### config.mk
export PLATFORM = sky130hd
export DESIGN_NAME = h264_avcc_rtp_fua_packetizer
export DESIGN_NICKNAME = d
export VERILOG_FILES = /design/src/rtl/h264fua_pkg.sv /design/src/rtl/h264fua_step.sv /design/src/rtl/h264fua_outq.sv /design/src/rtl/h264_avcc_rtp_fua_packetizer.sv
export SDC_FILE = /design/constraint.sdc
export NUM_CORES = 1
export LEC_CHECK = 0
export ABC_AREA = 1
export BUFFER_PORTS_ARGS = -buffer_cell sky130_fd_sc_hd__buf_2
export CORE_MARGIN = 1.5
export CORE_UTILIZATION = 27
export DETAILED_ROUTE_END_ITERATION = 8
export HOLD_SLACK_MARGIN = 0.15
export PLACE_DENSITY_LB_ADDON = 0.15
export SYNTH_ARGS = -nofsm -noshare
export SYNTH_HDL_FRONTEND = slang
export SYNTH_SLANG_ARGS = --single-unit
### constraint.sdc
create_clock -name clk -period 6.2 [get_ports clk]
set_input_delay 0.31 -clock clk [delete_from_list [all_inputs] [get_ports clk]]
set_output_delay 0.31 -clock clk [all_outputs]
set_load 0.05 [all_outputs]
### src/rtl/h264fua_pkg.sv
// Shared types and constants for the H.264 AVCC to RTP FU-A packetiser.
`timescale 1ns / 1ps

package h264fua_pkg;

  localparam int NAL_LENGTH_BITS_DEF = 32;

  localparam logic [2:0]  PLEN_RESET    = 3'd4;
  localparam logic [15:0] MAX_PKT_RESET = 16'd1200;
  localparam logic [6:0]  PTYPE_RESET   = 7'd96;

  localparam logic [1:0] REG_PLEN   = 2'd0;
  localparam logic [1:0] REG_MAXPKT = 2'd1;
  localparam logic [1:0] REG_PTYPE  = 2'd2;

  localparam logic [2:0]  PLEN_ONE  = 3'd1;
  localparam logic [2:0]  PLEN_TWO  = 3'd2;
  localparam logic [2:0]  PLEN_FOUR = 3'd4;
  localparam logic [15:0] MIN_PKT   = 16'd3;
  localparam logic [15:0] FU_OVERHEAD = 16'd2;
  localparam logic [4:0]  FUA_TYPE  = 5'd28;
  localparam logic [31:0] TS_SCALE  = 32'd90;

  typedef enum logic [1:0] {
    PH_PREFIX,
    PH_HEADER,
    PH_BODY
  } phase_t;

  typedef struct packed {
    logic [7:0] data;
    logic       st;
    logic       en;
    logic       mk;
    logic       tr;
  } item_t;

  typedef struct packed {
    logic [1:0] count;
    logic       seq_inc;
  } step_ctl_t;

endpackage

### src/rtl/h264fua_step.sv
// Per-byte parse and packetisation logic: next state and up to three payload bytes.
`timescale 1ns / 1ps

module h264fua_step import h264fua_pkg::*; #(
  parameter int LB = NAL_LENGTH_BITS_DEF
) (
  input  phase_t          phase,
  input  logic [2:0]      prefix_count,
  input  logic [LB-1:0]   nal_rem,
  input  logic [15:0]     fill,
  input  logic            frag,
  input  logic [7:0]      hdr,
  input  logic [2:0]      plen_cfg,
  input  logic [15:0]     max_pkt,
  input  logic [7:0]      b,
  input  logic            eof,
  output phase_t          phase_next,
  output logic [2:0]      prefix_count_next,
  output logic [LB-1:0]   nal_rem_next,
  output logic [15:0]     fill_next,
  output logic            frag_next,
  output logic [7:0]      hdr_next,
  output item_t           items [3],
  output step_ctl_t       ctl
);

  localparam int CW = (LB > 16) ? LB : 16;

  logic [15:0]   eff_max;
  logic [15:0]   cap;
  logic [2:0]    plen;
  logic [2:0]    cnt1;
  logic [LB-1:0] base;
  logic [LB+7:0] shifted;
  logic [LB-1:0] acc;
  logic [LB-1:0] rem1;
  logic          need_hdr;
  logic [15:0]   fill0;
  logic [15:0]   fill1;
  logic          en;
  logic [7:0]    indicator;

  assign eff_max = (max_pkt < MIN_PKT) ? MIN_PKT : max_pkt;
  assign cap     = eff_max - FU_OVERHEAD;
  assign cnt1    = prefix_count + 3'd1;
  assign base    = (prefix_count == 3'd0) ? '0 : nal_rem;
  assign shifted = {base, b};
  assign acc     = shifted[LB-1:0];
  assign rem1    = nal_rem - LB'(1);

  always_comb begin
    case (plen_cfg)
      PLEN_ONE: plen = PLEN_ONE;
      PLEN_TWO: plen = PLEN_TWO;
      default:  plen = PLEN_FOUR;
    endcase
  end

  always_comb begin
    phase_next        = phase;
    prefix_count_next = prefix_count;
    nal_rem_next      = nal_rem;
    fill_next         = fill;
    frag_next         = frag;
    hdr_next          = hdr;
    for (int i = 0; i < 3; i++) items[i] = '0;
    ctl       = '0;
    need_hdr  = 1'b0;
    fill0     = fill;
    fill1     = 16'd0;
    en        = 1'b0;
    indicator = 8'd0;

    case (phase)
      PH_HEADER: begin
        hdr_next = b;
        if (!frag) begin
          en = (rem1 == '0) || eof;
          items[0] = '{data: b, st: 1'b1, en: en, mk: eof, tr: eof && (rem1 != '0)};
          ctl.count = 2'd1;
          if (en) begin
            ctl.seq_inc       = 1'b1;
            phase_next        = PH_PREFIX;
            prefix_count_next = 3'd0;
            nal_rem_next      = '0;
            fill_next         = 16'd0;
            frag_next         = 1'b0;
          end else begin
            phase_next   = PH_BODY;
            nal_rem_next = rem1;
          end
        end else begin
          indicator = {b[7:5], FUA_TYPE};
          items[0] = '{data: indicator, st: 1'b1, en: 1'b0, mk: 1'b0, tr: 1'b0};
          items[1] = '{data: {3'b100, b[4:0]}, st: 1'b0, en: eof, mk: eof, tr: eof};
          ctl.count = 2'd2;
          if (eof) begin
            ctl.seq_inc       = 1'b1;
            phase_next        = PH_PREFIX;
            prefix_count_next = 3'd0;
            nal_rem_next      = '0;
            fill_next         = 16'd0;
            frag_next         = 1'b0;
          end else begin
            fill_next    = 16'd0;
            phase_next   = PH_BODY;
            nal_rem_next = rem1;
          end
        end
      end
      PH_BODY: begin
        need_hdr = frag && (fill >= cap);
        if (need_hdr) begin
          indicator = {hdr[7:5], FUA_TYPE};
          items[0] = '{data: indicator, st: 1'b1, en: 1'b0, mk: 1'b0, tr: 1'b0};
          items[1] = '{data: {1'b0, CW'(nal_rem) <= CW'(cap), hdr[5:0] & 6'h1f},
                       st: 1'b0, en: 1'b0, mk: 1'b0, tr: 1'b0};
          fill0 = 16'd0;
        end
        fill1 = fill0 + 16'd1;
        en = (rem1 == '0) || eof || (frag && (fill1 >= cap));
        items[need_hdr ? 2 : 0] = '{data: b, st: 1'b0, en: en, mk: eof,
                                    tr: eof && (rem1 != '0)};
        ctl.count   = need_hdr ? 2'd3 : 2'd1;
        ctl.seq_inc = en;
        if ((rem1 == '0) || eof) begin
          phase_next        = PH_PREFIX;
          prefix_count_next = 3'd0;
          nal_rem_next      = '0;
          fill_next         = 16'd0;
          frag_next         = 1'b0;
        end else begin
          nal_rem_next = rem1;
          fill_next    = fill1;
        end
      end
      default: begin
        phase_next = PH_PREFIX;
        if (cnt1 >= plen) begin
          prefix_count_next = 3'd0;
          if ((acc == '0) || eof) begin
            nal_rem_next = '0;
            fill_next    = 16'd0;
            frag_next    = 1'b0;
          end else begin
            phase_next   = PH_HEADER;
            nal_rem_next = acc;
            frag_next    = CW'(acc) >= CW'(eff_max);
          end
        end else if (eof) begin
          prefix_count_next = 3'd0;
          nal_rem_next      = '0;
          fill_next         = 16'd0;
          frag_next         = 1'b0;
        end else begin
          prefix_count_next = cnt1;
          nal_rem_next      = acc;
        end
      end
    endcase
  end

endmodule

### src/rtl/h264fua_outq.sv
// Result buffer: holds the up to three payload bytes of one input byte and drains one a cycle while out_ready is high.
`timescale 1ns / 1ps

module h264fua_outq import h264fua_pkg::*; (
  input  logic        clk,
  input  logic        rst,
  input  logic        load,
  input  item_t       items [3],
  input  logic [1:0]  load_count,
  input  logic [15:0] load_seq,
  input  logic [31:0] load_ts,
  input  logic        out_ready,
  output logic        can_load,
  output logic        out_valid,
  output item_t       head_item,
  output logic [15:0] seq,
  output logic [31:0] ts
);

  item_t      slots [3];
  logic [1:0] head;
  logic [1:0] count;
  logic       pop;

  assign out_valid = (count != 2'd0);
  assign pop       = out_valid && out_ready;
  assign can_load  = (count == 2'd0) || ((count == 2'd1) && out_ready);
  assign head_item = slots[head];

  always_ff @(posedge clk) begin
    if (rst) begin
      head  <= 2'd0;
      count <= 2'd0;
    end else if (load) begin
      head  <= 2'd0;
      count <= load_count;
    end else if (pop) begin
      head  <= head + 2'd1;
      count <= count - 2'd1;
    end
  end

  always_ff @(posedge clk) begin
    if (load) begin
      for (int i = 0; i < 3; i++) slots[i] <= items[i];
      seq <= load_seq;
      ts  <= load_ts;
    end
  end

endmodule

### src/rtl/h264_avcc_rtp_fua_packetizer.sv
// Top level of the H.264 AVCC to RTP single-NAL / FU-A packetiser.
`timescale 1ns / 1ps

// Takes one frame byte per transaction and emits RTP payload bytes one per cycle
// while out_ready is high. Length prefix bytes produce nothing; a NAL byte that
// is carried unchanged gives one output byte. The first byte of a fragmented NAL
// gives two output bytes (indicator, FU header) and a byte that opens a new
// fragment gives three, so input is held off while the three-entry result buffer
// drains one byte per cycle. With out_ready high the sustained rate is one byte
// per cycle outside those points. Configuration writes are always accepted and
// should be made only while no transaction is in flight.
module h264_avcc_rtp_fua_packetizer import h264fua_pkg::*; #(
  parameter int NAL_LENGTH_BITS = NAL_LENGTH_BITS_DEF
) (
  input  logic        clk,
  input  logic        rst,
  input  logic        cfg_valid,
  output logic        cfg_ready,
  input  logic [1:0]  cfg_index,
  input  logic [15:0] cfg_data,
  input  logic        in_valid,
  output logic        in_ready,
  input  logic [7:0]  in_byte,
  input  logic        end_of_frame,
  input  logic [31:0] frame_time_ms,
  output logic        out_valid,
  input  logic        out_ready,
  output logic [7:0]  out_byte,
  output logic        packet_start,
  output logic        packet_end,
  output logic        rtp_marker,
  output logic [15:0] sequence_number,
  output logic [31:0] rtp_timestamp,
  output logic [6:0]  rtp_payload_type,
  output logic        truncated_nal
);

  localparam int LB = NAL_LENGTH_BITS;

  logic [2:0]  length_prefix_bytes;
  logic [15:0] max_packet_size;
  logic [6:0]  payload_type;

  phase_t        parse_phase, parse_phase_next;
  logic [2:0]    prefix_count, prefix_count_next;
  logic [LB-1:0] nal_remaining, nal_remaining_next;
  logic [15:0]   fragment_fill, fragment_fill_next;
  logic          fragmenting, fragmenting_next;
  logic [7:0]    nal_header_byte, nal_header_byte_next;
  logic [15:0]   next_sequence;

  item_t       items [3];
  step_ctl_t   ctl;
  item_t       head_item;
  logic        accept;
  logic [31:0] ts_scaled;

  assign cfg_ready = 1'b1;
  assign accept    = in_valid && in_ready;
  assign ts_scaled = frame_time_ms * TS_SCALE;

  always_ff @(posedge clk) begin
    if (rst) begin
      length_prefix_bytes <= PLEN_RESET;
      max_packet_size     <= MAX_PKT_RESET;
      payload_type        <= PTYPE_RESET;
    end else if (cfg_valid && cfg_ready) begin
      case (cfg_index)
        REG_PLEN:   length_prefix_bytes <= cfg_data[2:0];
        REG_MAXPKT: max_packet_size     <= cfg_data;
        REG_PTYPE:  payload_type        <= cfg_data[6:0];
        default: ;
      endcase
    end
  end

  h264fua_step #(.LB(LB)) u_step (
    .phase             (parse_phase),
    .prefix_count      (prefix_count),
    .nal_rem           (nal_remaining),
    .fill              (fragment_fill),
    .frag              (fragmenting),
    .hdr               (nal_header_byte),
    .plen_cfg          (length_prefix_bytes),
    .max_pkt           (max_packet_size),
    .b                 (in_byte),
    .eof               (end_of_frame),
    .phase_next        (parse_phase_next),
    .prefix_count_next (prefix_count_next),
    .nal_rem_next      (nal_remaining_next),
    .fill_next         (fragment_fill_next),
    .frag_next         (fragmenting_next),
    .hdr_next          (nal_header_byte_next),
    .items             (items),
    .ctl               (ctl)
  );

  always_ff @(posedge clk) begin
    if (rst) begin
      parse_phase     <= PH_PREFIX;
      prefix_count    <= 3'd0;
      nal_remaining   <= '0;
      fragment_fill   <= 16'd0;
      fragmenting     <= 1'b0;
      nal_header_byte <= 8'd0;
      next_sequence   <= 16'd0;
    end else if (accept) begin
      parse_phase     <= parse_phase_next;
      prefix_count    <= prefix_count_next;
      nal_remaining   <= nal_remaining_next;
      fragment_fill   <= fragment_fill_next;
      fragmenting     <= fragmenting_next;
      nal_header_byte <= nal_header_byte_next;
      if (ctl.seq_inc) next_sequence <= next_sequence + 16'd1;
    end
  end

  h264fua_outq u_outq (
    .clk        (clk),
    .rst        (rst),
    .load       (accept),
    .items      (items),
    .load_count (ctl.count),
    .load_seq   (next_sequence),
    .load_ts    (ts_scaled),
    .out_ready  (out_ready),
    .can_load   (in_ready),
    .out_valid  (out_valid),
    .head_item  (head_item),
    .seq        (sequence_number),
    .ts         (rtp_timestamp)
  );

  assign out_byte         = head_item.data;
  assign packet_start     = head_item.st;
  assign packet_end       = head_item.en;
  assign rtp_marker       = head_item.en && head_item.mk;
  assign truncated_nal    = head_item.en && head_item.tr;
  assign rtp_payload_type = payload_type;

  a_marker_on_end: assert property (@(posedge clk) disable iff (rst)
    (out_valid && rtp_marker) |-> packet_end)
    else $error("marker outside packet end");

  a_trunc_marks_frame: assert property (@(posedge clk) disable iff (rst)
    (out_valid && truncated_nal) |-> rtp_marker)
    else $error("truncated NAL without marker");

  a_seq_within_packet: assert property (@(posedge clk) disable iff (rst)
    (out_valid && out_ready && !packet_end) |=>
      (!out_valid || ($stable(sequence_number) && !packet_start)))
    else $error("sequence number changed inside a packet");

endmodule

== Word-level counts from Yosys, hierarchy flattened ==
Memories as Yosys holds them, arrays and structs flattened. A register that Yosys moved wholly into a read port is not among the register bits.
Index checks and enable logic that the tools add are counted.
Operators by class
  add/sub/neg operators: 7
  multipliers: 1
  divide/modulo/power cells: 0
  order comparisons: 8
  equal/unequal tests: 11
  shift operators: 0
  muxes and demuxes: 60
  bitwise operators: 1
  reduce and logical (&&, ||, !) cells: 32
Operator list (number)
  32-bit two-way mux: 6
  16-bit two-way mux: 9
  24-bit two-way mux: 3
  32-bit zero test: 2
  32-bit one-hot mux with 2 select lines: 1
  24-bit one-hot mux with 2 select lines: 1
  36-bit bitwise mux: 1
  12-bit two-way mux: 3
  16-bit by 1-bit adder with 16-bit output, second input constant: 2
  16-bit greater-or-equal comparator: 2
  32-bit by 16-bit greater-or-equal comparator with 1-bit output: 1
  32-bit by 3-bit greater-or-equal comparator with 1-bit output, second input constant: 1
  32-bit by 16-bit less-or-equal comparator with 1-bit output: 1
  32-bit by 1-bit < comparator with 1-bit output, second input constant: 1
  32-bit by 6-bit multiplier with 31-bit output, second input constant: 1
  32-bit NOT: 1
  16-bit one-hot mux with 2 select lines: 1
  32-bit nonzero test: 1
  32-bit by 1-bit subtractor with 32-bit output, second input constant: 1
  12-bit demux with 2-bit select: 1
  2-bit two-way mux: 11
  3-bit two-way mux: 6
  3-bit one-hot mux with 2 select lines: 3
  16-bit by 2-bit < comparator with 1-bit output, second input constant: 1
  other kinds (27): 59
Word-level totals
  register bits: 155
  bits in latches: 0
  memory bits (writable): 36
  memory bits (read-only): 0
  input port bits: 64
  output and inout bits: 70
  logic and storage cells: 135
  memories kept: 1
Memories
  u_outq.slots: depth 3, bits a word 12, rd ports 1, clocked after memory_dff 1, wr ports 3, line h264fua_outq.sv:20  | item_t slots [3];

== Longest topological paths before layout ==
Gate-level depths: netlist of the first run.
  depth after elaboration: 13
  depth in mapped cells: 61

== By module ==
From an unflattened synthesis of the first run, not the netlist that was laid out.
Unflattened totals
  cell total of the unflattened synthesis: 2198
  area, all modules: 15621.2 µm²
By module, submodules not included
  h264_avcc_rtp_fua_packetizer: instances 1, cells each 1136, area each 7756.2 µm², seq. area each 2082.0 µm²
  h264fua_step: instances 1, cells each 880, area each 4802.1 µm², seq. area each 0.0 µm²
  h264fua_outq: instances 1, cells each 182, area each 3062.9 µm², seq. area each 2642.5 µm²

== Worst setup path after synthesis of the first run ==
No wires, ideal clock.
  path type: reg2reg
  start point: register max_packet_size[11]
  end point: register next_sequence[10]
  library setup time: 0.070 ns
  arrival time: 5.440 ns
  required time: 6.130 ns
  path slack: 0.689 ns
  cell stages (with the launch flop): 55
  period minus slack after synthesis: 5.511 ns
  cells stage by stage: dfxtp_1 -> nor2_2 -> nand2_1 -> nor2_1 -> nand2_1 -> nand2_1 -> inv_1 -> ha_1 -> nand3_2 -> inv_2 -> nand2_2 -> nor2_4 -> nand3_1 -> xor2_1 -> ha_1 -> nand3_1 -> nor2_1 -> nor2_1 -> (+19 left out) -> nand2_1 -> nand2_1 -> o21ai_0 -> inv_1 -> nand2_1 -> nand2_1 -> nand2_1 -> nand2_1 -> nand2_1 -> nand2_1 -> nand2_1 -> nand2_2 -> nand2_2 -> nand2_4 -> nand2_4 -> buf_6 -> nand2_1 -> a21oi_1
Between the ends
  cells in the longest elaborated chain, start to end: 13
RTL lines
  from (decl): line h264_avcc_rtp_fua_packetizer.sv:41  | logic [15:0] max_packet_size;
  from (signal assigned): line h264_avcc_rtp_fua_packetizer.sv:70  | REG_MAXPKT: max_packet_size <= cfg_data;
  16-bit by 2-bit < comparator with 1-bit output: line h264fua_step.sv:43  | assign eff_max = (max_pkt < MIN_PKT) ? MIN_PKT : max_pkt;
  16-bit two-way mux (*): line h264fua_step.sv:43
  16-bit by 2-bit subtractor with 16-bit output (*): line h264fua_step.sv:44  | assign cap = eff_max - FU_OVERHEAD;
  16-bit greater-or-equal comparator: line h264fua_step.sv:112  | need_hdr = frag && (fill >= cap);
  1-bit logical AND: line h264fua_step.sv:112
  16-bit two-way mux: line h264fua_step.sv:113  | if (need_hdr) begin
  16-bit two-way mux: line h264fua_step.sv:74  | case (phase)
  16-bit by 1-bit adder with 16-bit output: line h264fua_step.sv:120  | fill1 = fill0 + 16'd1;
  16-bit greater-or-equal comparator (*): line h264fua_step.sv:121  | en = (rem1 == '0) || eof || (frag && (fill1 >= cap));
  1-bit logical AND (*): line h264fua_step.sv:121
  1-bit logical OR (*): line h264fua_step.sv:121
  3-bit one-hot mux with 2 select lines (*): line h264fua_step.sv:74
  2-bit AND reduction (no source line) (*)
  to (signal assigned): line h264_avcc_rtp_fua_packetizer.sv:114  | if (ctl.seq_inc) next_sequence <= next_sequence + 16'd1;
  to (decl): line h264_avcc_rtp_fua_packetizer.sv:50  | logic [15:0] next_sequence;
Every way passes the cells marked *; elsewhere a longest branch is shown, timed or not. The select of a mux whose other input is x is not followed.
A chain may end at the register's enable or synchronous reset.

== Worst setup path after layout of the first run ==
  start point: register max_packet_size[12]
  end point: register next_sequence[10]
The elaborated chain is that of the path after synthesis.

==> flow_summary.html, run 1 <==
<table>
<tr><th>Metric</th><th>Value</th></tr>
<tr><th colspan="2">Worst setup path</th></tr>
<tr><td>Critical path start-end classification</td><td>flip-flop to flip-flop</td></tr>
<tr><td>Crit path largest cell delay</td><td>330 ps</td></tr>
<tr><td>Dominant delay contributor by cell family on the critical path</td><td>simple AND/OR/NAND/NOR gates</td></tr>
<tr><td>Worst Path Arrival</td><td>6030 ps</td></tr>
<tr><td>Standard cell with the maximum stage delay on the critical path</td><td>sky130_fd_sc_hd__dfxtp_2</td></tr>
<tr><td>Largest fanout on the critical path</td><td>9</td></tr>
<tr><td>Type of destination of the critical path</td><td>flip-flop</td></tr>
<tr><td>Crit path buf inv count</td><td>5</td></tr>
<tr><td>Data required, critical path</td><td>6560 ps</td></tr>
<tr><td>Cell type with the highest occurrence count on the critical path</td><td>sky130_fd_sc_hd__nand2_1</td></tr>
<tr><td>Category of the worst setup path launch point</td><td>flip-flop</td></tr>
<tr><th colspan="2">Floorplanning</th></tr>
<tr><td>Die outline area</td><td>0.0523 sq mm</td></tr>
<tr><td>Number of cell rows</td><td>82</td></tr>
<tr><td>Starting density of the core</td><td>0.274</td></tr>
<tr><td>Number of top-level pins</td><td>134</td></tr>
<tr><td>Width of the die</td><td>229 microns</td></tr>
<tr><td>Core footprint</td><td>0.0502 sq mm</td></tr>
<tr><td>Chip Height</td><td>229 microns</td></tr>
<tr><th colspan="2">Clock network</th></tr>
<tr><td>Root Buffer Master</td><td>sky130_fd_sc_hd__clkbuf_16</td></tr>
<tr><td>Clock transition at the registers of the reported paths</td><td>80 ps</td></tr>
<tr><td>TritonCTS Sinks</td><td>188</td></tr>
<tr><td>Worst-Skew Late Latency</td><td>500 ps</td></tr>
<tr><td>Number of buffers inserted during clock tree synthesis</td><td>17</td></tr>
<tr><td>Clock tree from TritonCTS</td><td>built</td></tr>
<tr><td>CTS max path bufs</td><td>2</td></tr>
<tr><td>H-Tree Level Count</td><td>4</td></tr>
<tr><th colspan="2">Drt</th></tr>
<tr><td>Via Count</td><td>11.8k</td></tr>
<tr><td>Post-route antenna net violation count</td><td>0</td></tr>
<tr><td>Remaining routing DRC violations</td><td>0</td></tr>
<tr><td>WL final</td><td>39,600 microns</td></tr>
<tr><td>Number of design-rule violations left by the first detailed-router iteration</td><td>628</td></tr>
<tr><td>Vias per cell</td><td>4.57</td></tr>
<tr><td>Average wire per standard cell</td><td>15.4 microns</td></tr>
<tr><td>Pre-antenna DRT Iters</td><td>7</td></tr>
<tr><th colspan="2">GRT</th></tr>
<tr><td>Antenna violations before repair</td><td>0</td></tr>
<tr><td>Wire length of the first global-routing pass</td><td>62,700 microns</td></tr>
<tr><td>Total global-route track usage</td><td>0.154</td></tr>
<tr><td>Leftover overflow at the end of global routing</td><td>0</td></tr>
<tr><td>Number of global-route vias before repair</td><td>11.3k</td></tr>
<tr><td>Maximum number of pins on one net before global-route repair</td><td>67</td></tr>
<tr><th colspan="2">Synthesis</th></tr>
<tr><td>Sequential area share after synthesis</td><td>0.331</td></tr>
<tr><td>Flop and latch count out of synthesis</td><td>188</td></tr>
<tr><td>Net count after synthesis</td><td>1,976</td></tr>
<tr><td>Number of enable flip-flop cells after synthesis</td><td>78</td></tr>
<tr><td>Portion of synthesized cell area occupied by the leading cell type</td><td>0.170</td></tr>
<tr><td>Post-synthesis area per instance</td><td>7.90 sq um</td></tr>
<tr><td>Cell type with the largest total area after synthesis</td><td>sky130_fd_sc_hd__edfxtp_1</td></tr>
<tr><td>Number of warnings issued by yosys</td><td>0</td></tr>
<tr><td>Post-synthesis instance total</td><td>1,739</td></tr>
<tr><td>Synth top area cells</td><td>sky130_fd_sc_hd__edfxtp_1 17%, sky130_fd_sc_hd__dfxtp_1 16%, sky130_fd_sc_hd__ha_1 11%, sky130_fd_sc_hd__nand2_1 8.0%, sky130_fd_sc_hd__inv_1 7.6%</td></tr>
<tr><td>Share of async-settable or async-resettable flops after synthesis</td><td>0</td></tr>
<tr><td>Main synth FF type</td><td>sky130_fd_sc_hd__dfxtp_1</td></tr>
<tr><td>Cell area after synthesis</td><td>0.0137 sq mm</td></tr>
<tr><td>Cell variety after synth</td><td>51</td></tr>
<tr><th colspan="2">Cells and area</th></tr>
<tr><td>Antenna cells</td><td>0</td></tr>
<tr><td>Final #Nets</td><td>2,128</td></tr>
<tr><td>Post-synthesis to final-layout area growth</td><td>18.4%</td></tr>
<tr><td>Count of placed standard cells in the final layout, fillers left out</td><td>2,576</td></tr>
<tr><td>Fraction of final layout cells with drive strength greater than 1</td><td>0.145</td></tr>
<tr><th colspan="2">Timing</th></tr>
<tr><td>Min Hold Slack</td><td>183 ps</td></tr>
<tr><td>Clock period minus final worst setup slack</td><td>5670 ps</td></tr>
<tr><td>Max Fclk</td><td>176 MHz</td></tr>
<tr><td>Worst slew pin tran</td><td>1110 ps</td></tr>
<tr><td>Slew HR</td><td>0.256</td></tr>
<tr><td>Total count of max-transition violations in the final report</td><td>0</td></tr>
<tr><td>Setup violation total in the final timing report</td><td>0</td></tr>
<tr><td>Final critical-path share of the clock period</td><td>0.914</td></tr>
<tr><td>Final Hold Vio Count</td><td>0</td></tr>
<tr><td>Clock tree skew after final layout</td><td>15.6 ps</td></tr>
<tr><td>Final worst slack</td><td>532 ps</td></tr>
<tr><th colspan="2">Placed design</th></tr>
<tr><td>Number of port buffers</td><td>130</td></tr>
<tr><td>Worst slack at placement</td><td>252 ps</td></tr>
<tr><td>Gpl congestion</td><td>0.823</td></tr>
<tr><td>Placed cell count</td><td>2,515</td></tr>
<tr><td>Sum of net half-perimeters after detailed placement</td><td>30,200 microns</td></tr>
<tr><th colspan="2">Power and ir drop</th></tr>
<tr><td>Internal power</td><td>3100 uW</td></tr>
<tr><td>Peak ir drop on the vdd network</td><td>0.000229 V</td></tr>
<tr><td>Switching power of the nets</td><td>2910 uW</td></tr>
<tr><td>Share of power burned in combinational logic</td><td>0.498</td></tr>
<tr><td>Clock share of power</td><td>0.192</td></tr>
<tr><td>LEAKAGE</td><td>0.00729 uW</td></tr>
<tr><td>Switching power as a share of total power</td><td>0.484</td></tr>
<tr><td>Pwr/cell area</td><td>369 mW/mm^2</td></tr>
<tr><td>Flop pwr share</td><td>0.310</td></tr>
<tr><th colspan="2">Min path</th></tr>
<tr><td>Type of the worst min-delay path</td><td>primary input to flip-flop</td></tr>
<tr><th colspan="2">Run status</th></tr>
<tr><td>Outcome</td><td>finished, final reports clean</td></tr>
<tr><th colspan="2">Run</th></tr>
<tr><td>Count of max-cap constraint violations</td><td>0</td></tr>
</table>
[cell type report]
class	instances	area (sq um)
clock inverters	14	146
repair buffers	183	1130
clock buffers	18	439
multi-input cells	1210	8060
flip-flops and latches	188	4560
fillers	5333	33900
well taps	672	841
inverters	291	1090
[cells by family after synthesis]
logic type                 Yosys count  share of synthesized area
and+or+nand+nor                    661                      0.212
buffers and inverters              344                     0.0974
AOI/OAI and AO/OA                  273                      0.110
DFF                                188                      0.331
adders and majority gates          173                      0.185
xor gates and xnor gates            98                     0.0635
other                                2                   0.000546
[layout by cell type (no fill, tap or decap), types with 5 or more instances in the layout]
cell                            instances
sky130_fd_sc_hd__a21oi_1              126
sky130_fd_sc_hd__o32ai_1                5
sky130_fd_sc_hd__a211oi_1               8
sky130_fd_sc_hd__nor2_2                 6
sky130_fd_sc_hd__inv_2                 10
sky130_fd_sc_hd__xnor2_1               23
sky130_fd_sc_hd__buf_4                 28
sky130_fd_sc_hd__nand2_1              290
sky130_fd_sc_hd__ha_1                 120
sky130_fd_sc_hd__o211ai_1               6
sky130_fd_sc_hd__nand4_1               21
sky130_fd_sc_hd__xor2_1                70
sky130_fd_sc_hd__clkbuf_16             17
sky130_fd_sc_hd__nor2_4                 5
sky130_fd_sc_hd__clkinv_1               5
sky130_fd_sc_hd__inv_1                275
sky130_fd_sc_hd__a31oi_1               25
sky130_fd_sc_hd__nor4_1                10
sky130_fd_sc_hd__edfxtp_1              78
sky130_fd_sc_hd__fa_1                  51
sky130_fd_sc_hd__nand3_1               96
sky130_fd_sc_hd__nand3_2               14
sky130_fd_sc_hd__dfxtp_1              101
sky130_fd_sc_hd__dfxtp_2                8
sky130_fd_sc_hd__nor2_1               167
sky130_fd_sc_hd__o21ai_0               76
sky130_fd_sc_hd__nor3_1                22
sky130_fd_sc_hd__dlygate4sd3_1         23
sky130_fd_sc_hd__nand2_2               13
sky130_fd_sc_hd__buf_2                130
[per-layer routing]
metal,global-route usage,vias up,share of wire
met5,0,-,0
met4,0.0484,0,0.018
met3,0.0298,34,0.034
met2,0.236,201,0.44
met1,0.216,5539,0.50
li1,-,5997,-
[Yosys cell counts (6+ instances only)]
| master | number |
|---|---|
| sky130_fd_sc_hd__nor3_1 | 22 |
| sky130_fd_sc_hd__inv_1 | 278 |
| sky130_fd_sc_hd__a21oi_1 | 128 |
| sky130_fd_sc_hd__a211oi_1 | 8 |
| sky130_fd_sc_hd__fa_1 | 51 |
| sky130_fd_sc_hd__nand2_2 | 11 |
| sky130_fd_sc_hd__a31oi_1 | 25 |
| sky130_fd_sc_hd__nand4_1 | 21 |
| sky130_fd_sc_hd__o211ai_1 | 6 |
| sky130_fd_sc_hd__o21ai_0 | 78 |
| sky130_fd_sc_hd__xor2_1 | 72 |
| sky130_fd_sc_hd__ha_1 | 122 |
| sky130_fd_sc_hd__inv_2 | 9 |
| sky130_fd_sc_hd__nand2_1 | 293 |
| sky130_fd_sc_hd__nand3_1 | 106 |
| sky130_fd_sc_hd__clkbuf_1 | 37 |
| sky130_fd_sc_hd__xnor2_1 | 24 |
| sky130_fd_sc_hd__dfxtp_1 | 110 |
| sky130_fd_sc_hd__nor2_1 | 169 |
| sky130_fd_sc_hd__nor4_1 | 10 |
| sky130_fd_sc_hd__edfxtp_1 | 78 |
[path summary, 6_finish.rpt]
check	start	endpoint	slack, ps	cells past startpoint
worst max register to register	max_packet_size[12]$_SDFFE_PP0P_	next_sequence[10]$_SDFFE_PP0P_	530	51
worst min register to register	nal_header_byte[1]$_SDFFE_PP0P_	nal_header_byte[1]$_SDFFE_PP0P_	460	2
worst min-delay path	frame_time_ms[2]	u_outq.ts[3]$_DFFE_PP_	180	2
worst max-delay path	max_packet_size[12]$_SDFFE_PP0P_	next_sequence[10]$_SDFFE_PP0P_	530	51
[sequential cells by signal, indices dropped and copies added, names as in the netlist, 3 cells and up, named ones only]
register / count
fragment_fill: 16
length_prefix_bytes: 3
max_packet_size: 16
nal_header_byte: 8
nal_remaining: 32
next_sequence: 16
prefix_count: 3
rtp_payload_type: 7
u_outq.seq: 16
u_outq.slots: 31
u_outq.ts: 31
[metrics by stage]
stage          utilization  TNS [ps]  power (uW)  cell area [sq um]
2_1_floorplan            -         0        4090              13700
3_3_place_gp         0.303         0        4850              15200
3_5_place_dp         0.303         0        4860              15200
4_1_cts              0.319         0        6050              16000
5_1_grt              0.324     -43.2        6450              16300
6_report             0.324         0        6000              16300
[worst reg2reg max path: cells and delay by family (launching register included)]
kind	cells	cell delay (ps)
compound gates	8	980
flops	1	330
xor+xnor	1	210
simple gates	33	2630
fa+ha+maj	4	1010
buf+inv	5	380
[power groups by stage]
stage | sequential, uW | clock [uW] | combinational (uW)
finish | 1860 | 1150 | 2990
global route | 1890 | 1230 | 3330
CTS | 1860 | 1200 | 2990
detailed placement | 1890 | 0 | 2970
global placement | 1890 | 0 | 2960
floorplan | 2300 | 0 | 1790
[what timing repair did]
action,CTS,global route
gates resized for setup,0,44
setup buffers,0,3
hold endpoints to repair,30,0
hold buffers,23,0
endpoints found under the setup margin,0,18
No activity file was read; power rests on OpenSTA's default activity.
==> run 2: changes to the inputs <==
--- a/config.mk
+++ b/config.mk
@@ -10,8 +10,9 @@
 export CORE_MARGIN = 1.5
 export CORE_UTILIZATION = 27
 export DETAILED_ROUTE_END_ITERATION = 8
-export HOLD_SLACK_MARGIN = 0.15
+export HOLD_SLACK_MARGIN = 0.06
 export PLACE_DENSITY_LB_ADDON = 0.15
 export SYNTH_ARGS = -nofsm -noshare
 export SYNTH_HDL_FRONTEND = slang
+export SYNTH_HIERARCHICAL = 1
 export SYNTH_SLANG_ARGS = --single-unit
==> run 2 against run 1 <==
  * Flip-flop and latch count rose by 6
  * Utilization fell by 0.20 points
  * Synthesized cell count rose by 26%
  * Register-to-register slack got worse by 110 ps
  * Design area rose by 13%
  * Cell count rose by 21%
  * Synthesized area rose by 14%
  * Die area rose by 13%
  * Via count rose by 22%
==> flow_summary.html, run 2 <==
<table>
<tr><th>Metric</th><th>Value</th></tr>
<tr><th colspan="2">Timing</th></tr>
<tr><td>Final Hold Vio Count</td><td>0</td></tr>
<tr><td>Final critical-path share of the clock period</td><td>0.932</td></tr>
<tr><td>Clock period minus final worst setup slack</td><td>5780 ps</td></tr>
<tr><td>Worst slew pin tran</td><td>992 ps</td></tr>
<tr><td>Max Fclk</td><td>173 MHz</td></tr>
<tr><td>Slew HR</td><td>0.339</td></tr>
<tr><td>Clock tree skew after final layout</td><td>25.2 ps</td></tr>
<tr><td>Sum Neg Setup Slack</td><td>0 ps</td></tr>
<tr><td>Setup violation total in the final timing report</td><td>0</td></tr>
<tr><td>Total count of max-transition violations in the final report</td><td>0</td></tr>
<tr><th colspan="2">Worst setup path</th></tr>
<tr><td>Crit path largest cell delay</td><td>350 ps</td></tr>
<tr><td>Data required, critical path</td><td>6600 ps</td></tr>
<tr><td>Worst Path Arrival</td><td>6180 ps</td></tr>
<tr><td>Cell type with the highest occurrence count on the critical path</td><td>sky130_fd_sc_hd__nand2_1</td></tr>
<tr><td>Type of destination of the critical path</td><td>flip-flop</td></tr>
<tr><td>Largest fanout on the critical path</td><td>6</td></tr>
<tr><td>Standard cell with the maximum stage delay on the critical path</td><td>sky130_fd_sc_hd__dfxtp_2</td></tr>
<tr><td>Category of the worst setup path launch point</td><td>flip-flop</td></tr>
<tr><td>Crit path buf inv count</td><td>6</td></tr>
<tr><td>Critical path start-end classification</td><td>flip-flop to flip-flop</td></tr>
<tr><td>Dominant delay contributor by cell family on the critical path</td><td>simple AND/OR/NAND/NOR gates</td></tr>
<tr><th colspan="2">Clock network</th></tr>
<tr><td>H-Tree Level Count</td><td>4</td></tr>
<tr><td>Clock tree from TritonCTS</td><td>built</td></tr>
<tr><td>CTS max path bufs</td><td>2</td></tr>
<tr><td>Root Buffer Master</td><td>sky130_fd_sc_hd__clkbuf_16</td></tr>
<tr><td>Worst-Skew Late Latency</td><td>500 ps</td></tr>
<tr><td>Clock transition at the registers of the reported paths</td><td>90 ps</td></tr>
<tr><td>TritonCTS Sinks</td><td>194</td></tr>
<tr><td>Number of buffers inserted during clock tree synthesis</td><td>17</td></tr>
<tr><th colspan="2">GRT</th></tr>
<tr><td>Maximum number of pins on one net before global-route repair</td><td>96</td></tr>
<tr><td>Antenna violations before repair</td><td>0</td></tr>
<tr><td>Number of global-route vias before repair</td><td>14.0k</td></tr>
<tr><td>Total global-route track usage</td><td>0.164</td></tr>
<tr><td>Wire length of the first global-routing pass</td><td>76,400 microns</td></tr>
<tr><td>Leftover overflow at the end of global routing</td><td>0</td></tr>
<tr><th colspan="2">Power and ir drop</th></tr>
<tr><td>Switching power as a share of total power</td><td>0.522</td></tr>
<tr><td>Clock share of power</td><td>0.161</td></tr>
<tr><td>Pwr/cell area</td><td>421 mW/mm^2</td></tr>
<tr><td>Switching power of the nets</td><td>4030 uW</td></tr>
<tr><td>Flop pwr share</td><td>0.271</td></tr>
<tr><td>Peak ir drop on the vdd network</td><td>0.000234 V</td></tr>
<tr><td>LEAKAGE</td><td>0.00868 uW</td></tr>
<tr><td>Pwr Total</td><td>7720 uW</td></tr>
<tr><td>Internal power</td><td>3690 uW</td></tr>
<tr><td>Share of power burned in combinational logic</td><td>0.567</td></tr>
<tr><th colspan="2">Cells and area</th></tr>
<tr><td>Final #Nets</td><td>2,591</td></tr>
<tr><td>Fraction of final layout cells with drive strength greater than 1</td><td>0.137</td></tr>
<tr><td>Register area</td><td>0.00474 sq mm</td></tr>
<tr><td>Max FFs per register</td><td>36</td></tr>
<tr><td>Combined area of the multi-input logic cells</td><td>0.00933 sq mm</td></tr>
<tr><td>Post-synthesis to final-layout area growth</td><td>17.2%</td></tr>
<tr><td>Most used cells in the layout excluding fill and tap cells</td><td>420 x sky130_fd_sc_hd__nand2_1, 372 x sky130_fd_sc_hd__inv_1, 327 x sky130_fd_sc_hd__nor2_1</td></tr>
<tr><td>Most frequent standard cell in the layout excluding fill and tap cells</td><td>sky130_fd_sc_hd__nand2_1</td></tr>
<tr><td>Register name with the most flops</td><td>u_outq/slots</td></tr>
<tr><td>Largest registers ranked by flip-flop count</td><td>u_outq/slots x36, nal_remaining x32, u_outq/ts x32</td></tr>
<tr><td>Filler cell count in the final layout</td><td>6,206</td></tr>
<tr><td>Count of placed standard cells in the final layout, fillers left out</td><td>3,127</td></tr>
<tr><th colspan="2">Floorplanning</th></tr>
<tr><td>Starting density of the core</td><td>0.275</td></tr>
<tr><td>Chip Height</td><td>244 microns</td></tr>
<tr><td>Number of cell rows</td><td>87</td></tr>
<tr><td>Die outline area</td><td>0.0593 sq mm</td></tr>
<tr><td>Number of top-level pins</td><td>134</td></tr>
<tr><td>Core footprint</td><td>0.0568 sq mm</td></tr>
<tr><td>Width of the die</td><td>244 microns</td></tr>
<tr><th colspan="2">Drt</th></tr>
<tr><td>Average wire per standard cell</td><td>15.4 microns</td></tr>
<tr><td>Metal1 wirelength</td><td>22,300 microns</td></tr>
<tr><td>Pre-antenna DRT Iters</td><td>6</td></tr>
<tr><td>Number of design-rule violations left by the first detailed-router iteration</td><td>778</td></tr>
<tr><td>Via Count</td><td>14.3k</td></tr>
<tr><td>Post-route antenna net violation count</td><td>0</td></tr>
<tr><td>Detailed route wirelength on metal3</td><td>1780 microns</td></tr>
<tr><td>Max Used Layer</td><td>met4</td></tr>
<tr><td>Vias per cell</td><td>4.58</td></tr>
<tr><td>WL final</td><td>48,100 microns</td></tr>
<tr><td>Remaining routing DRC violations</td><td>0</td></tr>
<tr><td>Total length of routed met2 wires</td><td>23,000 microns</td></tr>
<tr><th colspan="2">Synthesis</th></tr>
<tr><td>Most common library cells after synthesis</td><td>428 x sky130_fd_sc_hd__nand2_1, 377 x sky130_fd_sc_hd__inv_1, 339 x sky130_fd_sc_hd__nor2_1</td></tr>
<tr><td>Synth top area cells</td><td>sky130_fd_sc_hd__edfxtp_1 16%, sky130_fd_sc_hd__dfxtp_1 14%, sky130_fd_sc_hd__ha_1 10%, sky130_fd_sc_hd__nand2_1 10%, sky130_fd_sc_hd__inv_1 9.1%</td></tr>
<tr><td>Cell area after synthesis</td><td>0.0156 sq mm</td></tr>
<tr><td>Cell variety after synth</td><td>58</td></tr>
<tr><td>Number of warnings issued by yosys</td><td>6</td></tr>
<tr><td>Most frequent cell after synthesis</td><td>sky130_fd_sc_hd__nand2_1</td></tr>
<tr><td>Post-synthesis instance total</td><td>2,198</td></tr>
<tr><td>Post-synthesis area per instance</td><td>7.11 sq um</td></tr>
<tr><td>Cell type with the largest total area after synthesis</td><td>sky130_fd_sc_hd__edfxtp_1</td></tr>
<tr><td>Sequential area share after synthesis</td><td>0.302</td></tr>
<tr><td>Flop and latch count out of synthesis</td><td>194</td></tr>
<tr><td>Portion of synthesized cell area occupied by the leading cell type</td><td>0.161</td></tr>
<tr><td>Share of async-settable or async-resettable flops after synthesis</td><td>0</td></tr>
<tr><td>Number of enable flip-flop cells after synthesis</td><td>84</td></tr>
<tr><td>Main synth FF type</td><td>sky130_fd_sc_hd__dfxtp_1</td></tr>
<tr><th colspan="2">Placed design</th></tr>
<tr><td>Gpl congestion</td><td>0.925</td></tr>
<tr><td>Number of port buffers</td><td>131</td></tr>
<tr><td>Sum of net half-perimeters after detailed placement</td><td>37,200 microns</td></tr>
<tr><td>Placed cell count</td><td>3,073</td></tr>
<tr><th colspan="2">Run</th></tr>
<tr><td>Count of max-cap constraint violations</td><td>0</td></tr>
<tr><th colspan="2">Run status</th></tr>
<tr><td>Outcome</td><td>finished, final reports clean</td></tr>
<tr><th colspan="2">Min path</th></tr>
<tr><td>Type of the worst min-delay path</td><td>primary input to flip-flop</td></tr>
</table>
-- run 2: cells by family after synthesis --
kind of cell | Yosys count | synth area share
AO/OA/AOI/OAI | 296 | 0.105
XOR/XNOR | 85 | 0.0481
adder cells (fa/ha/maj) | 170 | 0.155
buffers and inverters | 445 | 0.112
flip-flops | 194 | 0.302
other | 3 | 0.000721
AND/OR/NAND/NOR | 1005 | 0.277
-- run 2: power by group through the flow --
| stage | Sequential [uW] | Combinational (uW) | Clock, uW |
|---|---|---|---|
| 2_1_floorplan | 2510 | 2770 | 0 |
| 3_3_place_gp | 2120 | 4310 | 0 |
| 3_5_place_dp | 2130 | 4320 | 0 |
| 4_1_cts | 2100 | 4370 | 1290 |
| 5_1_grt | 2150 | 4900 | 1340 |
| 6_report | 2090 | 4380 | 1240 |
-- run 2: worst paths after layout --
kind                                                        from                                  end  slack, ps  cells after the start
worst min register to register  rtp_payload_type[1]$_SDFFE_PP0P_     rtp_payload_type[1]$_SDFFE_PP0P_        470                      2
worst min-delay path                                 cfg_data[2]  length_prefix_bytes[2]$_SDFFE_PP1P_        110                      3
worst max register to register  max_packet_size[13]$_SDFFE_PP0P_       next_sequence[12]$_SDFFE_PP0P_        420                     50
worst max-delay path            max_packet_size[13]$_SDFFE_PP0P_       next_sequence[12]$_SDFFE_PP0P_        420                     50
-- run 2: repair_timing --
action,4_1_cts,5_1_grt
gates cloned,0,0
hold buffers,17,0
buffers inserted,0,4
endpoints found under the hold margin,20,0
pin swaps,0,19
setup endpoints to repair,8,16
resized for setup,4,58
-- run 2: layer usage --
layer	vias to the layer above	track usage
li1	7340	-
met1	6637	0.209
met2	296	0.280
met3	45	0.0274
met4	0	0.0510
met5	-	0
-- run 2: per-stage QoR --
| stage | utilization | instance area [sq um] | hold slack, ps | setup WS, ps |
|---|---|---|---|---|
| 6_report | 0.322 | 18300 | 106 | 423 |
| 5_1_grt | 0.322 | 18300 | 87.5 | -6.82 |
| 4_1_cts | 0.319 | 18100 | 65.6 | 2.85 |
| 3_5_place_dp | 0.304 | 17300 | 449 | -122 |
| 3_3_place_gp | 0.304 | 17300 | 440 | 128 |
| 2_1_floorplan | - | 15600 | 379 | 410 |
-- run 2: worst reg2reg max path: cells and delay by family, from the launching register on --
| family | cells | cell delay (ps) |
|---|---|---|
| AO/OA/AOI/OAI | 7 | 830 |
| XOR/XNOR | 2 | 370 |
| adder cells (fa/ha/maj) | 4 | 900 |
| buffers and inverters | 6 | 560 |
| flip-flops | 1 | 350 |
| AND/OR/NAND/NOR | 31 | 2620 |
-- run 2: area by class of cell --
type	count	share of cell area
diodes	1	0.000137
flip-flops and latches	194	0.259
multi-input cells	1561	0.509
inverters	390	0.0804
well taps	756	0.0517
clock inverters	15	0.0125
clock buffers	17	0.0232
repair buffers	193	0.0638
